`src/design/hfs_pkg.sv`:
```
// Package of shared types, constants and functions for the HSV fade sequencer.
`default_nettype none

package hfs_pkg;

  localparam int RAMP_LENGTH_DEF = 30;
  localparam int TABLE_SIZE      = 30;
  localparam int IDX_W           = 5;
  localparam int HUE_W           = 9;
  localparam int CH_W            = 8;
  localparam int DEG_PER_REGION  = 60;
  localparam logic [CH_W-1:0] FULL_SCALE  = 8'd255;
  localparam logic [CH_W-1:0] VALUE_RESET = 8'd255;

  typedef enum logic [1:0] {
    ST_IDLE,
    ST_RUN,
    ST_DRAIN
  } state_t;

  typedef enum logic [2:0] {
    SEC_RY = 3'd0,
    SEC_YG = 3'd1,
    SEC_GC = 3'd2,
    SEC_CB = 3'd3,
    SEC_BM = 3'd4,
    SEC_MR = 3'd5
  } sector_t;

  typedef struct packed {
    logic             load;
    logic             issue;
    logic [IDX_W-1:0] idx;
    logic             last;
  } dp_cmd_t;

  typedef struct packed {
    logic adv;
    logic empty;
  } dp_status_t;

  function automatic logic [CH_W-1:0] ramp_lookup(input logic [IDX_W-1:0] idx);
    logic [CH_W-1:0] s;
    unique case (idx)
      5'd0:    s = 8'd1;
      5'd1:    s = 8'd2;
      5'd2:    s = 8'd3;
      5'd3:    s = 8'd4;
      5'd4:    s = 8'd5;
      5'd5:    s = 8'd7;
      5'd6:    s = 8'd9;
      5'd7:    s = 8'd11;
      5'd8:    s = 8'd14;
      5'd9:    s = 8'd18;
      5'd10:   s = 8'd23;
      5'd11:   s = 8'd29;
      5'd12:   s = 8'd37;
      5'd13:   s = 8'd47;
      5'd14:   s = 8'd59;
      5'd15:   s = 8'd74;
      5'd16:   s = 8'd93;
      5'd17:   s = 8'd116;
      5'd18:   s = 8'd145;
      5'd19:   s = 8'd160;
      5'd20:   s = 8'd176;
      5'd21:   s = 8'd189;
      5'd22:   s = 8'd203;
      5'd23:   s = 8'd215;
      5'd24:   s = 8'd226;
      5'd25:   s = 8'd235;
      5'd26:   s = 8'd242;
      5'd27:   s = 8'd247;
      5'd28:   s = 8'd251;
      5'd29:   s = 8'd255;
      default: s = 8'd255;
    endcase
    return s;
  endfunction

  // Exact floor(x / 255) for every product of two 8-bit values.
  function automatic logic [CH_W-1:0] div255(input logic [2*CH_W-1:0] x);
    logic [2*CH_W:0] sum;
    sum = {1'b0, x} + 17'(x[2*CH_W-1:CH_W]) + 17'd1;
    return sum[2*CH_W-1:CH_W];
  endfunction

endpackage

`default_nettype wire

```
`src/design/hfs_in_if.sv`:
```
// Input channel interface carrying one hue per beat.
`default_nettype none

interface hfs_in_if;
  logic                      valid;
  logic                      ready;
  logic [hfs_pkg::HUE_W-1:0] hue;

  modport source (output valid, output hue, input ready);
  modport sink   (input valid, input hue, output ready);
endinterface

`default_nettype wire

```
`src/design/hfs_out_if.sv`:
```
// Result channel interface carrying one RGB color per beat.
`default_nettype none

interface hfs_out_if;
  logic                     valid;
  logic                     ready;
  logic [hfs_pkg::CH_W-1:0] red;
  logic [hfs_pkg::CH_W-1:0] green;
  logic [hfs_pkg::CH_W-1:0] blue;
  logic                     last_step;

  modport source (output valid, output red, output green, output blue,
                  output last_step, input ready);
  modport sink   (input valid, input red, input green, input blue,
                  input last_step, output ready);
endinterface

`default_nettype wire

```
`src/design/hsv_fade_sequencer_top.sv`:
```
// Top level of the HSV fade sequencer: controller, datapath and channel wiring.
// Each accepted hue yields 2*L color beats, L = RAMP_LENGTH clamped to 1..30, one per cycle when not stalled.
// After a hue is accepted, each beat passes through four pipeline stages before it is valid.
// A new hue is taken only after the last beat has left and the controller has returned to idle.
// The ramp counter in the controller paces the beats; backpressure stalls the pipeline.
// Synchronous active-low reset clears all control state and sets value_r to 255.
`default_nettype none

module hsv_fade_sequencer_top #(
  parameter int RAMP_LENGTH = hfs_pkg::RAMP_LENGTH_DEF
) (
  input  wire logic                     clk,
  input  wire logic                     rst_n,
  hfs_in_if.sink                        in_ch,
  hfs_out_if.source                     out_ch,
  input  wire logic                     cfg_we,
  input  wire logic [hfs_pkg::CH_W-1:0] cfg_wdata
);

  hfs_pkg::dp_cmd_t    cmd;
  hfs_pkg::dp_status_t status;

  hfs_ctrl #(
    .RAMP_LENGTH(RAMP_LENGTH)
  ) u_ctrl (
    .clk      (clk),
    .rst_n    (rst_n),
    .in_valid (in_ch.valid),
    .in_ready (in_ch.ready),
    .status   (status),
    .cmd      (cmd)
  );

  hfs_datapath u_dp (
    .clk           (clk),
    .rst_n         (rst_n),
    .hue           (in_ch.hue),
    .cfg_we        (cfg_we),
    .cfg_wdata     (cfg_wdata),
    .cmd           (cmd),
    .status        (status),
    .out_ready     (out_ch.ready),
    .out_valid     (out_ch.valid),
    .out_red       (out_ch.red),
    .out_green     (out_ch.green),
    .out_blue      (out_ch.blue),
    .out_last_step (out_ch.last_step)
  );

endmodule

`default_nettype wire

```
`src/design/hfs_ctrl.sv`:
```
// Controller that sequences the ramp walk of one fade per accepted hue.
`default_nettype none

module hfs_ctrl #(
  parameter int RAMP_LENGTH = hfs_pkg::RAMP_LENGTH_DEF
) (
  input  wire logic                clk,
  input  wire logic                rst_n,
  input  wire logic                in_valid,
  output logic                     in_ready,
  input  wire hfs_pkg::dp_status_t status,
  output hfs_pkg::dp_cmd_t         cmd
);

  localparam int LEN    = (RAMP_LENGTH > hfs_pkg::TABLE_SIZE) ? hfs_pkg::TABLE_SIZE :
                          ((RAMP_LENGTH < 1) ? 1 : RAMP_LENGTH);
  localparam int STEP_W = (2 * LEN > 2) ? $clog2(2 * LEN) : 1;
  localparam logic [STEP_W-1:0] STEP_LAST = STEP_W'(2 * LEN - 1);
  localparam logic [STEP_W-1:0] STEP_TOP  = STEP_W'(LEN);

  hfs_pkg::state_t   state_r, state_nxt;
  logic [STEP_W-1:0] step_r, step_nxt;

  always_ff @(posedge clk) begin
    if (!rst_n) begin
      state_r <= hfs_pkg::ST_IDLE;
      step_r  <= '0;
    end else begin
      state_r <= state_nxt;
      step_r  <= step_nxt;
    end
  end

  always_comb begin
    state_nxt = state_r;
    step_nxt  = step_r;
    in_ready  = 1'b0;
    cmd.load  = 1'b0;
    cmd.issue = 1'b0;
    cmd.last  = (step_r == STEP_LAST);
    if (step_r < STEP_TOP) begin
      cmd.idx = hfs_pkg::IDX_W'(step_r);
    end else begin
      cmd.idx = hfs_pkg::IDX_W'(STEP_LAST - step_r);
    end
    unique case (state_r)
      hfs_pkg::ST_IDLE: begin
        in_ready = 1'b1;
        if (in_valid) begin
          cmd.load  = 1'b1;
          step_nxt  = '0;
          state_nxt = hfs_pkg::ST_RUN;
        end
      end
      hfs_pkg::ST_RUN: begin
        cmd.issue = status.adv;
        if (status.adv) begin
          if (step_r == STEP_LAST) begin
            state_nxt = hfs_pkg::ST_DRAIN;
          end else begin
            step_nxt = step_r + 1'b1;
          end
        end
      end
      hfs_pkg::ST_DRAIN: begin
        if (status.empty) begin
          state_nxt = hfs_pkg::ST_IDLE;
        end
      end
      default: state_nxt = hfs_pkg::ST_IDLE;
    endcase
  end

endmodule

`default_nettype wire

```
`src/design/hfs_datapath.sv`:
```
// Four-stage HSV-to-RGB pipeline with the value register and the output register.
`default_nettype none

module hfs_datapath (
  input  wire logic                        clk,
  input  wire logic                        rst_n,
  input  wire logic [hfs_pkg::HUE_W-1:0]   hue,
  input  wire logic                        cfg_we,
  input  wire logic [hfs_pkg::CH_W-1:0]    cfg_wdata,
  input  wire hfs_pkg::dp_cmd_t            cmd,
  output hfs_pkg::dp_status_t              status,
  input  wire logic                        out_ready,
  output logic                             out_valid,
  output logic [hfs_pkg::CH_W-1:0]         out_red,
  output logic [hfs_pkg::CH_W-1:0]         out_green,
  output logic [hfs_pkg::CH_W-1:0]         out_blue,
  output logic                             out_last_step
);

  localparam int W  = hfs_pkg::CH_W;
  localparam int PW = 2 * hfs_pkg::CH_W;

  logic [W-1:0] value_r;

  logic [3:0]         region_full;
  logic [5:0]         hue_mod;
  logic [W-1:0]       rem_calc;
  hfs_pkg::sector_t   sec_calc;
  hfs_pkg::sector_t   sec_r;
  logic [W-1:0]       rem_r;

  logic               adv;
  logic [W-1:0]       s_cur;

  logic               v1_r, v2_r, v3_r;
  logic               l1_r, l2_r, l3_r;
  hfs_pkg::sector_t   c1_r, c2_r, c3_r;
  logic [PW-1:0]      m1_r, m2_r, mp_r;
  logic [W-1:0]       qa_r, ta_r, p2_r, p3_r;
  logic [PW-1:0]      mq_r, mt_r;
  logic [W-1:0]       q4, t4;
  logic [W-1:0]       r_nxt, g_nxt, b_nxt;

  always_ff @(posedge clk) begin
    if (!rst_n) begin
      value_r <= hfs_pkg::VALUE_RESET;
    end else if (cfg_we) begin
      value_r <= cfg_wdata;
    end
  end

  always_comb begin
    region_full = '0;
    for (int k = 1; k <= 8; k++) begin
      if (hue >= hfs_pkg::HUE_W'(k * hfs_pkg::DEG_PER_REGION)) begin
        region_full = 4'(k);
      end
    end
    hue_mod  = 6'(hue - hfs_pkg::HUE_W'(int'(region_full) * hfs_pkg::DEG_PER_REGION));
    rem_calc = 8'((10'(hue_mod) * 10'd17) >> 2);
    if (region_full >= 4'd5) begin
      sec_calc = hfs_pkg::SEC_MR;
    end else begin
      sec_calc = hfs_pkg::sector_t'(region_full[2:0]);
    end
  end

  always_ff @(posedge clk) begin
    if (cmd.load) begin
      sec_r <= sec_calc;
      rem_r <= rem_calc;
    end
  end

  assign adv          = !out_valid || out_ready;
  assign status.adv   = adv;
  assign status.empty = !(v1_r || v2_r || v3_r || out_valid);
  assign s_cur        = hfs_pkg::ramp_lookup(cmd.idx);

  always_ff @(posedge clk) begin
    if (!rst_n) begin
      v1_r      <= 1'b0;
      v2_r      <= 1'b0;
      v3_r      <= 1'b0;
      out_valid <= 1'b0;
    end else if (adv) begin
      v1_r      <= cmd.issue;
      v2_r      <= v1_r;
      v3_r      <= v2_r;
      out_valid <= v3_r;
    end
  end

  always_ff @(posedge clk) begin
    if (adv) begin
      l1_r <= cmd.last;
      c1_r <= sec_r;
      m1_r <= PW'(s_cur) * PW'(rem_r);
      m2_r <= PW'(s_cur) * PW'(hfs_pkg::FULL_SCALE - rem_r);
      mp_r <= PW'(value_r) * PW'(hfs_pkg::FULL_SCALE - s_cur);

      l2_r <= l1_r;
      c2_r <= c1_r;
      qa_r <= hfs_pkg::FULL_SCALE - hfs_pkg::div255(m1_r);
      ta_r <= hfs_pkg::FULL_SCALE - hfs_pkg::div255(m2_r);
      p2_r <= hfs_pkg::div255(mp_r);

      l3_r <= l2_r;
      c3_r <= c2_r;
      mq_r <= PW'(value_r) * PW'(qa_r);
      mt_r <= PW'(value_r) * PW'(ta_r);
      p3_r <= p2_r;

      out_last_step <= l3_r;
      out_red       <= r_nxt;
      out_green     <= g_nxt;
      out_blue      <= b_nxt;
    end
  end

  assign q4 = hfs_pkg::div255(mq_r);
  assign t4 = hfs_pkg::div255(mt_r);

  always_comb begin
    unique case (c3_r)
      hfs_pkg::SEC_RY: begin r_nxt = value_r; g_nxt = t4;      b_nxt = p3_r;    end
      hfs_pkg::SEC_YG: begin r_nxt = q4;      g_nxt = value_r; b_nxt = p3_r;    end
      hfs_pkg::SEC_GC: begin r_nxt = p3_r;    g_nxt = value_r; b_nxt = t4;      end
      hfs_pkg::SEC_CB: begin r_nxt = p3_r;    g_nxt = q4;      b_nxt = value_r; end
      hfs_pkg::SEC_BM: begin r_nxt = t4;      g_nxt = p3_r;    b_nxt = value_r; end
      default:         begin r_nxt = value_r; g_nxt = p3_r;    b_nxt = q4;      end
    endcase
  end

endmodule

`default_nettype wire

```
`src/flat_wrapper.sv`:
```
// flat-port wrapper written by rule: the top's interface ports become plain ports
module hsv_fade_sequencer_top_flat 
#(
  parameter int RAMP_LENGTH = hfs_pkg::RAMP_LENGTH_DEF
)
  (clk, rst_n, cfg_we, cfg_wdata, in_ch_valid, in_ch_hue, in_ch_ready, out_ch_valid, out_ch_red, out_ch_green, out_ch_blue, out_ch_last_step, out_ch_ready);
  hfs_in_if in_ch_i ();
  hfs_out_if out_ch_i ();
  input  wire logic clk;
  input  wire logic rst_n;
  input  wire logic cfg_we;
  input  wire logic [hfs_pkg::CH_W-1:0] cfg_wdata;
  input wire logic [$bits(in_ch_i.valid)-1:0] in_ch_valid;
  input wire logic [$bits(in_ch_i.hue)-1:0] in_ch_hue;
  output wire logic [$bits(in_ch_i.ready)-1:0] in_ch_ready;
  output wire logic [$bits(out_ch_i.valid)-1:0] out_ch_valid;
  output wire logic [$bits(out_ch_i.red)-1:0] out_ch_red;
  output wire logic [$bits(out_ch_i.green)-1:0] out_ch_green;
  output wire logic [$bits(out_ch_i.blue)-1:0] out_ch_blue;
  output wire logic [$bits(out_ch_i.last_step)-1:0] out_ch_last_step;
  input wire logic [$bits(out_ch_i.ready)-1:0] out_ch_ready;
  assign in_ch_i.valid = in_ch_valid;
  assign in_ch_i.hue = in_ch_hue;
  assign in_ch_ready = in_ch_i.ready;
  assign out_ch_valid = out_ch_i.valid;
  assign out_ch_red = out_ch_i.red;
  assign out_ch_green = out_ch_i.green;
  assign out_ch_blue = out_ch_i.blue;
  assign out_ch_last_step = out_ch_i.last_step;
  assign out_ch_i.ready = out_ch_ready;
  hsv_fade_sequencer_top #(.RAMP_LENGTH(RAMP_LENGTH)) u_core (.clk(clk), .rst_n(rst_n), .in_ch(in_ch_i), .out_ch(out_ch_i), .cfg_we(cfg_we), .cfg_wdata(cfg_wdata));
endmodule
```
`config.mk`:
```
export PLATFORM = sky130hd
export DESIGN_NAME = hsv_fade_sequencer_top_flat
export DESIGN_NICKNAME = d
export VERILOG_FILES = /design/src/design/hfs_pkg.sv /design/src/design/hfs_in_if.sv /design/src/design/hfs_out_if.sv /design/src/design/hsv_fade_sequencer_top.sv /design/src/design/hfs_ctrl.sv /design/src/design/hfs_datapath.sv /design/src/flat_wrapper.sv
export SDC_FILE = /design/constraint.sdc
export NUM_CORES = 1
export LEC_CHECK = 0
export ABC_CLOCK_PERIOD_IN_PS = 7000
export BUFFER_PORTS_ARGS = -buffer_cell sky130_fd_sc_hd__buf_2
export CORE_MARGIN = 4
export CORE_UTILIZATION = 45
export CTS_CLUSTER_DIAMETER = 40
export DETAILED_ROUTE_END_ITERATION = 12
export SYNTH_ARGS = -nofsm -noshare
export SYNTH_HDL_FRONTEND = slang
export SYNTH_SLANG_ARGS = --single-unit
export TNS_END_PERCENT = 10
```
`constraint.sdc`:
```
create_clock -name clk -period 7 [get_ports clk]
set_input_delay 0.35 -clock clk [delete_from_list [all_inputs] [get_ports clk]]
set_output_delay 0.35 -clock clk [all_outputs]
set_load 0.1 [all_outputs]
```
Yosys cells after proc, flatten, opt, wreduce, memory -nomap -nowiden
Memory sizes are Yosys's and may differ from the RTL's.
Index checks and enable logic that the tools add are counted.
W data, S select, Z words.
- input bits: 22
- memories: 1
- memory bits (read-only): 256
- output and inout bits: 27
- logic and storage cells: 114
- flip-flop bits (word level): 180
- multiply operators: 7
- $lt $le $gt $ge: 10
- equality and inequality tests: 12
- reductions and logical operators: 14
- multiplexer cells: 25
- add/subtract/negate cells: 17
- memory list (name ; words ; width ; rd ports ; clocked after memory_dff ; write ports ; line ; RTL):
    (name not given) ; 32 ; 8 ; 1 ; 0 ; 0 ; hfs_pkg.sv:44 ; unique case (idx)
- operator list (operator ; number):
    $add A16 B1 Y16 const B ; 5
    $add A16 B8 Y16 ; 5
    $pmux W8 S3 ; 3
    $mul A8 B8 Y16 ; 3
    $ge A9 B9 Y1 const B ; 4
    $mul A9 B9 Y16 ; 2
    $mux W4 ; 7
    $ge A9 B8 Y1 const B ; 2
    $mux W6 ; 3
    $sub A8 B8 Y9 const A ; 2
    $sub A8 B8 Y8 const A ; 2
    $pmux W6 S2 ; 1
    $mul A6 B5 Y10 const B ; 1
    $ne A2 B2 Y1 const B ; 5
    $ge A9 B6 Y1 const B ; 1
    $ge A9 B7 Y1 const B ; 1
    $mux W2 ; 4
    $reduce_and A4 Y1 ; 2
    $reduce_or A2 Y1 ; 4
    $add A6 B1 Y6 const B ; 1
    $eq A3 B2 Y1 const B ; 2
    $eq A6 B6 Y1 const B ; 1
    $lt A6 B5 Y1 const B ; 1
    $pmux W2 S3 ; 1
    other kinds (15) ; 22

Depth between registers and ports, before layout
Gate-level depths: netlist (run 1).
- depth after elaboration: 12
- depth in mapped cells: 29

By module
A second synthesis (run 1) with hierarchy kept.
- cell total of the unflattened synthesis: 1972
- area total of the unflattened synthesis: 19077.0 um^2
- by module, submodules not included (module ; sequential area each (um^2) ; area an instance (um^2) ; cells an instance ; instances):
    hfs_datapath ; 5044.8 ; 18531.5 ; 1910 ; 1
    hfs_ctrl ; 160.2 ; 545.5 ; 62 ; 1

Worst setup path after synthesis (run 1)
Ideal clock, no wire load.
- path kind: register to register
- from: register u_core.u_ctrl.step_r[3]
- to: register u_core.u_dp.mp_r[15] (data pin)
- required time: 6.740 ns
- cell stages (with the launch flop): 28
- library setup time: 0.260 ns
- setup slack: 0.507 ns
- path buffers: 1
- arrival time: 6.233 ns
- path through: dfxtp_1 -> ha_1 -> nand2_1 -> nand2_1 -> mux2i_1 -> inv_1 -> ha_1 -> nor2_1 -> o21a_1 -> a21oi_1 -> a21oi_1 -> buf_2 -> nand2_1 -> fa_1 -> fa_1 -> inv_1 -> fa_1 -> inv_1 -> fa_1 -> inv_1 -> ha_1 -> o21a_1 -> nor2_1 -> a21oi_1 -> and4_1 -> a2111oi_1 -> a21oi_1 -> xnor2_1
- longest elaborated chain between the ends: 5
- ends and longest elaborated chain (what ; line ; RTL):
    start, declared ; hfs_ctrl.sv:22 ; logic [STEP_W-1:0] step_r, step_nxt;
    start signal, assigned ; hfs_ctrl.sv:30 ; step_r <= step_nxt;
    $sub A5 B5 Y5 or $lt A6 B5 Y1 (tied branches) ; hfs_ctrl.sv:44, hfs_ctrl.sv:41 ;
    $mux W5 (*) ; hfs_ctrl.sv:41 ; if (step_r < STEP_TOP) begin
    $mem_v2 Z32 W8 (*) ; - ;
    $sub A8 B8 Y9 (*) ; hfs_datapath.sv:100 ; mp_r <= PW'(value_r) * PW'(hfs_pkg::FULL_SCALE - s_cur);
    $mul A9 B9 Y16 (*) ; hfs_datapath.sv:100 ;
    end signal, assigned ; hfs_datapath.sv:100 ;
    end, declared ; hfs_datapath.sv:38 ; logic [PW-1:0] m1_r, m2_r, mp_r;
Every way passes the cells marked *; elsewhere a longest branch is shown, timed or not.
A chain may end at the register's enable or synchronous reset.

Final worst setup path (run 1)
Ends and elaborated chain as after synthesis.

==> flow_metrics.tcl, run 1 <==
set metrics [dict create \
    cts_buffer_depth 2 \
    totalWireLength_um 43440 \
    fp.coreArea_mm2 0.04195 \
    clock-root-buffer "clkbuf_16" \
    min_path_type "input pin to register" \
    grt_overflow 0 \
    syn_inst 1978 \
    power.density_mw_per_mm2 375.6 \
    fin_hold_ws_ns 0.1296 \
    cp-endpoint "u_core.u_dp.mp_r[15]" \
    cp.arrival_ns 6.79 \
    worst-slew-pin-transition_ns 1.064 \
    ys_warn_count 0 \
    critPathRequiredTime_ns 7.19 \
    synth_most_common_cell "inv_1" \
    startpoint "u_core.u_ctrl.step_r[3]" \
    ir_worst_vdd_v 0.0002598 \
    cts_tree "done" \
    gp_congestion 0.8697 \
    reg2reg_depth 25 \
    hold_violations 0 \
    grt_max_degree 79 \
    synth_area_mm2 0.01909 \
    grt_pass1_wl_um 73350 \
    rsz0062_at_grt "false" \
    yosysTopAreaCell "edfxtp_1" \
    dr_total_vias 13530 \
    grt_pass1_vias 14330 \
    finalClockSkew_ns 0.01299 \
    avgSynthCellArea_um2 9.650 \
    syn_nets 2425 \
    rows 75 \
    ant_nets 0 \
    drive_above_1_share 0.06924 \
    drc_errors 0 \
    start_util 0.4550 \
    die_y_um 214.0 \
    ff2ff_setup_slack_ns 0.40 \
    startpoint_type "register" \
    dp_hpwl_um 34230 \
    antenna_found_initial 0 \
    numCtsBuffers 17 \
    drv_cap 0 \
    clock_sinks 180 \
    postCtsHoldBufs 0 \
    grtUsageTotal 0.1962 \
    ios 49 \
    fin_nets 2456 \
    dp_cells 2529 \
    cts_resized 0 \
    async_flop_share 0 \
    area_delta_synth_final_pct 7.807 \
    tns_ns 0 \
    die_w_um 214.0 \
    finalSetupViolations 0 \
    ys_ff_latch 180 \
    htreeDepth 4 \
    dr.pass1.iters 7 \
    relSlewSlack 0.2904 \
    outcome "finished clean" \
    netlist.area_leader.share 0.2517 \
    timing.final.crit_share 0.9422 \
    multi_input_area_mm2 0.01246 \
    ys.flop_type "edfxtp_1" \
    nFillCells 3938 \
    power.total_uw 7729 \
    worstSetupPathType "register to register" \
    p_leak_uw 0.009746 \
    yosysSeqAreaShare 0.2727 \
    whs_path_depth 3 \
    r2r_end "u_core.u_dp.mp_r[15]" \
    antenna_cells 0 \
    viasPerCell 5.285 \
    dieArea_mm2 0.04577 \
    synthDistinctLibCells 71 \
    maxSlewViolCount 0 \
    synth_common_cells "inv_1, ha_1, fa_1" \
    path_clk_slew_ns 0.07 \
    crit_path_end_kind "register" \
    synth.area.top_cells "edfxtp_1, fa_1, ha_1" \
    port_buffers 48 \
    worstPathMaxFanout 21 \
    worstSkewPairLatency_ns 0.45 \
    period_needed_ns 6.595 \
    synth_edf_count 160 \
    max_freq_mhz 151.6 \
    post_cts_buffers 0 \
    seqCellArea_mm2 0.005205 \
    stdcell_count 2561 \
    reg2reg_from "u_core.u_ctrl.step_r[3]" \
    first_iter_violations 781 \
    post_drt_wl_per_cell_um 16.96 \
]
## kinds of logic after synthesis
| group | after synthesis | synth area share |
|---|---|---|
| AO/OA/AOI/OAI | 276 | 0.09656 |
| XOR/XNOR | 100 | 0.04628 |
| multiplexers | 13 | 0.007080 |
| buffers and inverters | 385 | 0.07702 |
| flip-flops | 180 | 0.2727 |
| AND/OR/NAND/NOR | 599 | 0.1494 |
| adder cells (fa/ha/maj) | 425 | 0.3510 |
## worst min path at each step
stage | startpoint | endpoint
6_report | cfg_wdata[2] | u_core.u_dp.value_r[2]
5_1_grt | cfg_wdata[0] | u_core.u_dp.value_r[0]
4_1_cts | cfg_wdata[2] | u_core.u_dp.value_r[2]
3_5_place_dp | u_core.u_dp.c1_r[2] | u_core.u_dp.c2_r[2]
3_3_place_gp | u_core.u_dp.l2_r | u_core.u_dp.l3_r
2_1_floorplan | u_core.u_dp.sec_r[0] | u_core.u_dp.c1_r[0]
## metrics by stage
stage | utilization | cell area, um2 | worst slack, ns
finish | 0.4906 | 20580 | 0.4047
global route | 0.4906 | 20580 | 0.01584
CTS | 0.4895 | 20530 | 0.06770
detailed placement | 0.4762 | 19970 | 0.1278
global placement | 0.4762 | 19970 | 0.1421
floorplan | - | 19090 | 0.5070
## critical path: stages (launching register included)
cell and delay [ns]:
dfxtp_1 0.40, ha_1 0.31, a31oi_4 0.29, xor2_4 0.26, ha_1 0.23, nor2_1 0.06, or3_1 0.35, o21ai_0 0.12
o21a_1 0.17, buf_4 0.27, nand2_1 0.11, fa_1 0.43, inv_1 0.09, fa_1 0.38, inv_1 0.09, fa_1 0.41
fa_1 0.49, inv_1 0.04, ha_1 0.32, and2_1 0.17, a311oi_2 0.30, a21oi_1 0.14, and4_1 0.23, a2111oi_2 0.43
a21oi_1 0.14, xnor2_1 0.14
## power by group
| part | internal, uW | switching (uW) |
|---|---|---|
| combinational | 1950 | 2790 |
| clock | 490 | 443 |
| sequential | 1780 | 286 |
## state kept, by name, indices dropped and copies added, names as in the netlist, 16 cells and up
signal            flops
u_core.u_dp.m2_r     16
u_core.u_dp.mq_r     16
u_core.u_dp.mt_r     16
u_core.u_dp.mp_r     16
u_core.u_dp.m1_r     16
## area by class of cell
class | count | share of cell area
clock buffers | 20 | 0.02268
flip-flops and latches | 180 | 0.2529
inverters | 318 | 0.05825
clock inverters | 12 | 0.004621
well taps | 539 | 0.03277
multi-input cells | 1413 | 0.6056
repair buffers | 79 | 0.02317
## layer usage
metal / global-route usage / up-vias / wire (um)
met5: 0 / - / 0
met4: 0.05641 / 0 / 902
met3: 0.02567 / 50 / 1293
met2: 0.3523 / 231 / 22080
met1: 0.2489 / 6685 / 19160
li1: - / 6568 / -
## placed cells by master, fill, tap and decap left out, types with 5 or more instances in the layout
cell,instances
a21o_1,14
and2_1,131
or3_1,5
o21bai_1,7
a211oi_1,11
nand4_1,5
nand3_1,26
a21oi_1,78
o21ai_0,49
nor2_1,176
buf_4,30
clkbuf_16,17
mux2i_1,11
o21a_1,26
nor2b_1,17
buf_2,48
dfxtp_1,20
or2_2,12
nand2_1,167
xor2_1,30
nor3_1,19
and3_1,15
a21boi_0,5
a31oi_1,5
o221ai_1,7
ha_1,241
nand2b_1,14
edfxtp_1,160
fa_1,184
a22oi_1,6
inv_1,316
a2111oi_0,5
o211ai_1,15
xnor2_1,69
No activity file was read; power rests on OpenSTA's default activity.
==> run 2: changes to the inputs <==
- SETUP_SLACK_MARGIN: unset -> 0.5
==> run 2 against run 1 <==
Worst setup slack better by 0.29 ns; final cell count increased by 0.43%; non-clock buffer count rose by 11; total power up 0.40%; cell area is 1.1% higher; clock power is essentially flat; fmax is 4.7% higher; critical path depth is the same; largest cell class unchanged; largest power group unchanged.
==> flow_metrics.tcl, run 2 (same netlist as run 1, synthesis figures left out) <==
set metrics [dict create \
    nFillCells 3905 \
    fin_hold_ws_ns 0.1278 \
    dp_hpwl_um 34230 \
    die_y_um 214.0 \
    ant_nets 0 \
    timing.final.crit_share 0.9003 \
    layout_common_cells "inv_1, ha_1, fa_1" \
    ir_worst_vdd_v 0.0002609 \
    reg2reg_from "u_core.u_ctrl.step_r[3]" \
    cp.arrival_ns 6.50 \
    drc_errors 0 \
    post_drt_wl_per_cell_um 16.99 \
    clock_sinks 180 \
    multi_input_area_mm2 0.01257 \
    cts_buffer_depth 2 \
    start_util 0.4550 \
    drive_above_1_share 0.08264 \
    rsz0062_at_grt "true" \
    antenna_found_initial 0 \
    rows 75 \
    worstSkewPairLatency_ns 0.45 \
    postCtsHoldBufs 0 \
    ios 49 \
    gp_congestion 0.8697 \
    final_common_cell "inv_1" \
    first_iter_violations 756 \
    grt_pass1_wl_um 73400 \
    worstPathMaxFanout 8 \
    seqCellArea_mm2 0.005210 \
    power.density_mw_per_mm2 373.0 \
    hold_violations 0 \
    totalWireLength_um 43690 \
    dieArea_mm2 0.04577 \
    die_w_um 214.0 \
    period_needed_ns 6.302 \
    htreeDepth 4 \
    crit_path_end_kind "register" \
    startpoint "u_core.u_ctrl.step_r[3]" \
    relSlewSlack 0.2894 \
    finalClockSkew_ns 0.01237 \
    grt_overflow 0 \
    numCtsBuffers 17 \
    clock-root-buffer "clkbuf_16" \
    fp.coreArea_mm2 0.04195 \
    min-delay-start "cfg_wdata[2]" \
    outcome "finished clean" \
    grt_max_degree 79 \
    fin_nets 2467 \
    cts_tree "done" \
    worstSetupPathType "register to register" \
    max_freq_mhz 158.7 \
    tns_ns 0 \
    min_path_type "input pin to register" \
    dr.pass1.iters 5 \
    critPathRequiredTime_ns 7.20 \
    dr_total_vias 13590 \
    drv_cap 0 \
    maxSlewViolCount 0 \
    area_delta_synth_final_pct 8.974 \
    viasPerCell 5.285 \
    grt_pass1_vias 14340 \
    p_leak_uw 0.009812 \
    antenna_cells 0 \
    grtUsageTotal 0.1964 \
    startpoint_type "register" \
    power.total_uw 7759 \
    port_buffers 48 \
    worst-slew-pin-transition_ns 1.066 \
    finalSetupViolations 0 \
    path_clk_slew_ns 0.07 \
]
-- run 2: critical path, cell delays in order (launching register included) --
cell       delay, ns
dfxtp_4         0.39
ha_4            0.19
a31oi_4         0.29
xor2_4          0.26
ha_4            0.18
nor2_1          0.05
or3_1           0.35
o21a_1          0.15
a21oi_2         0.19
buf_6           0.17
buf_4           0.11
nor2_1          0.04
fa_1            0.43
fa_1            0.54
inv_1           0.05
fa_1            0.46
fa_1            0.55
inv_1           0.04
ha_1            0.34
o21a_1          0.20
o31a_1          0.12
o211ai_1        0.27
a21oi_2         0.11
a2111oi_4       0.33
a21oi_2         0.09
xnor2_1         0.13
-- run 2: path summary, 6_finish.rpt --
| check | endpoint | slack [ns] | cells past startpoint |
|---|---|---|---|
| hold / removal | u_core.u_dp.value_r[2] | 0.13 | 3 |
| hold reg to reg | u_core.u_dp.c2_r[2] | 0.42 | 0 |
| setup reg to reg | u_core.u_dp.m1_r[15] | 0.70 | 25 |
| setup / recovery | u_core.u_dp.m1_r[15] | 0.70 | 25 |
-- run 2: where the power goes --
group	total, uW	internal [uW]	switching [uW]
registers	2060	1770	285
logic	4770	1970	2800
clock network	934	490	444
-- run 2: layout make-up --
| cell class | instances | share of cell area |
|---|---|---|
| sequential | 180 | 0.2505 |
| clock buffer | 20 | 0.02244 |
| tap | 539 | 0.03242 |
| timing repair buffer | 90 | 0.02827 |
| clock inverter | 12 | 0.004572 |
| multi-input combinational | 1413 | 0.6042 |
| inverter | 318 | 0.05763 |
-- run 2: timing repair --
action / CTS / global route
buffers inserted: 2 / 9
resized for setup: 12 / 28
endpoints found under the setup margin: 8 / 11
pin swaps: 2 / 12
-- run 2: layer usage --
| metal | vias up | track usage | wire (um) |
|---|---|---|---|
| li1 | 6590 | - | - |
| met1 | 6706 | 0.2490 | 19080 |
| met2 | 246 | 0.3527 | 22230 |
| met3 | 51 | 0.02567 | 1487 |
| met4 | 0 | 0.05641 | 892 |
| met5 | - | 0 | 0 |
-- run 2: through the flow --
stage               utilization  worst slack (ns)  instances  area (um2)
finish                   0.4959            0.6982       2572       20800
detailed placement       0.4762            0.1278       2529       19970
floorplan                     -            0.5070       1978       19090
CTS                      0.4915            0.5492       2563       20610
global placement         0.4762            0.1421       2529       19970
global route             0.4959            0.4481       2572       20800
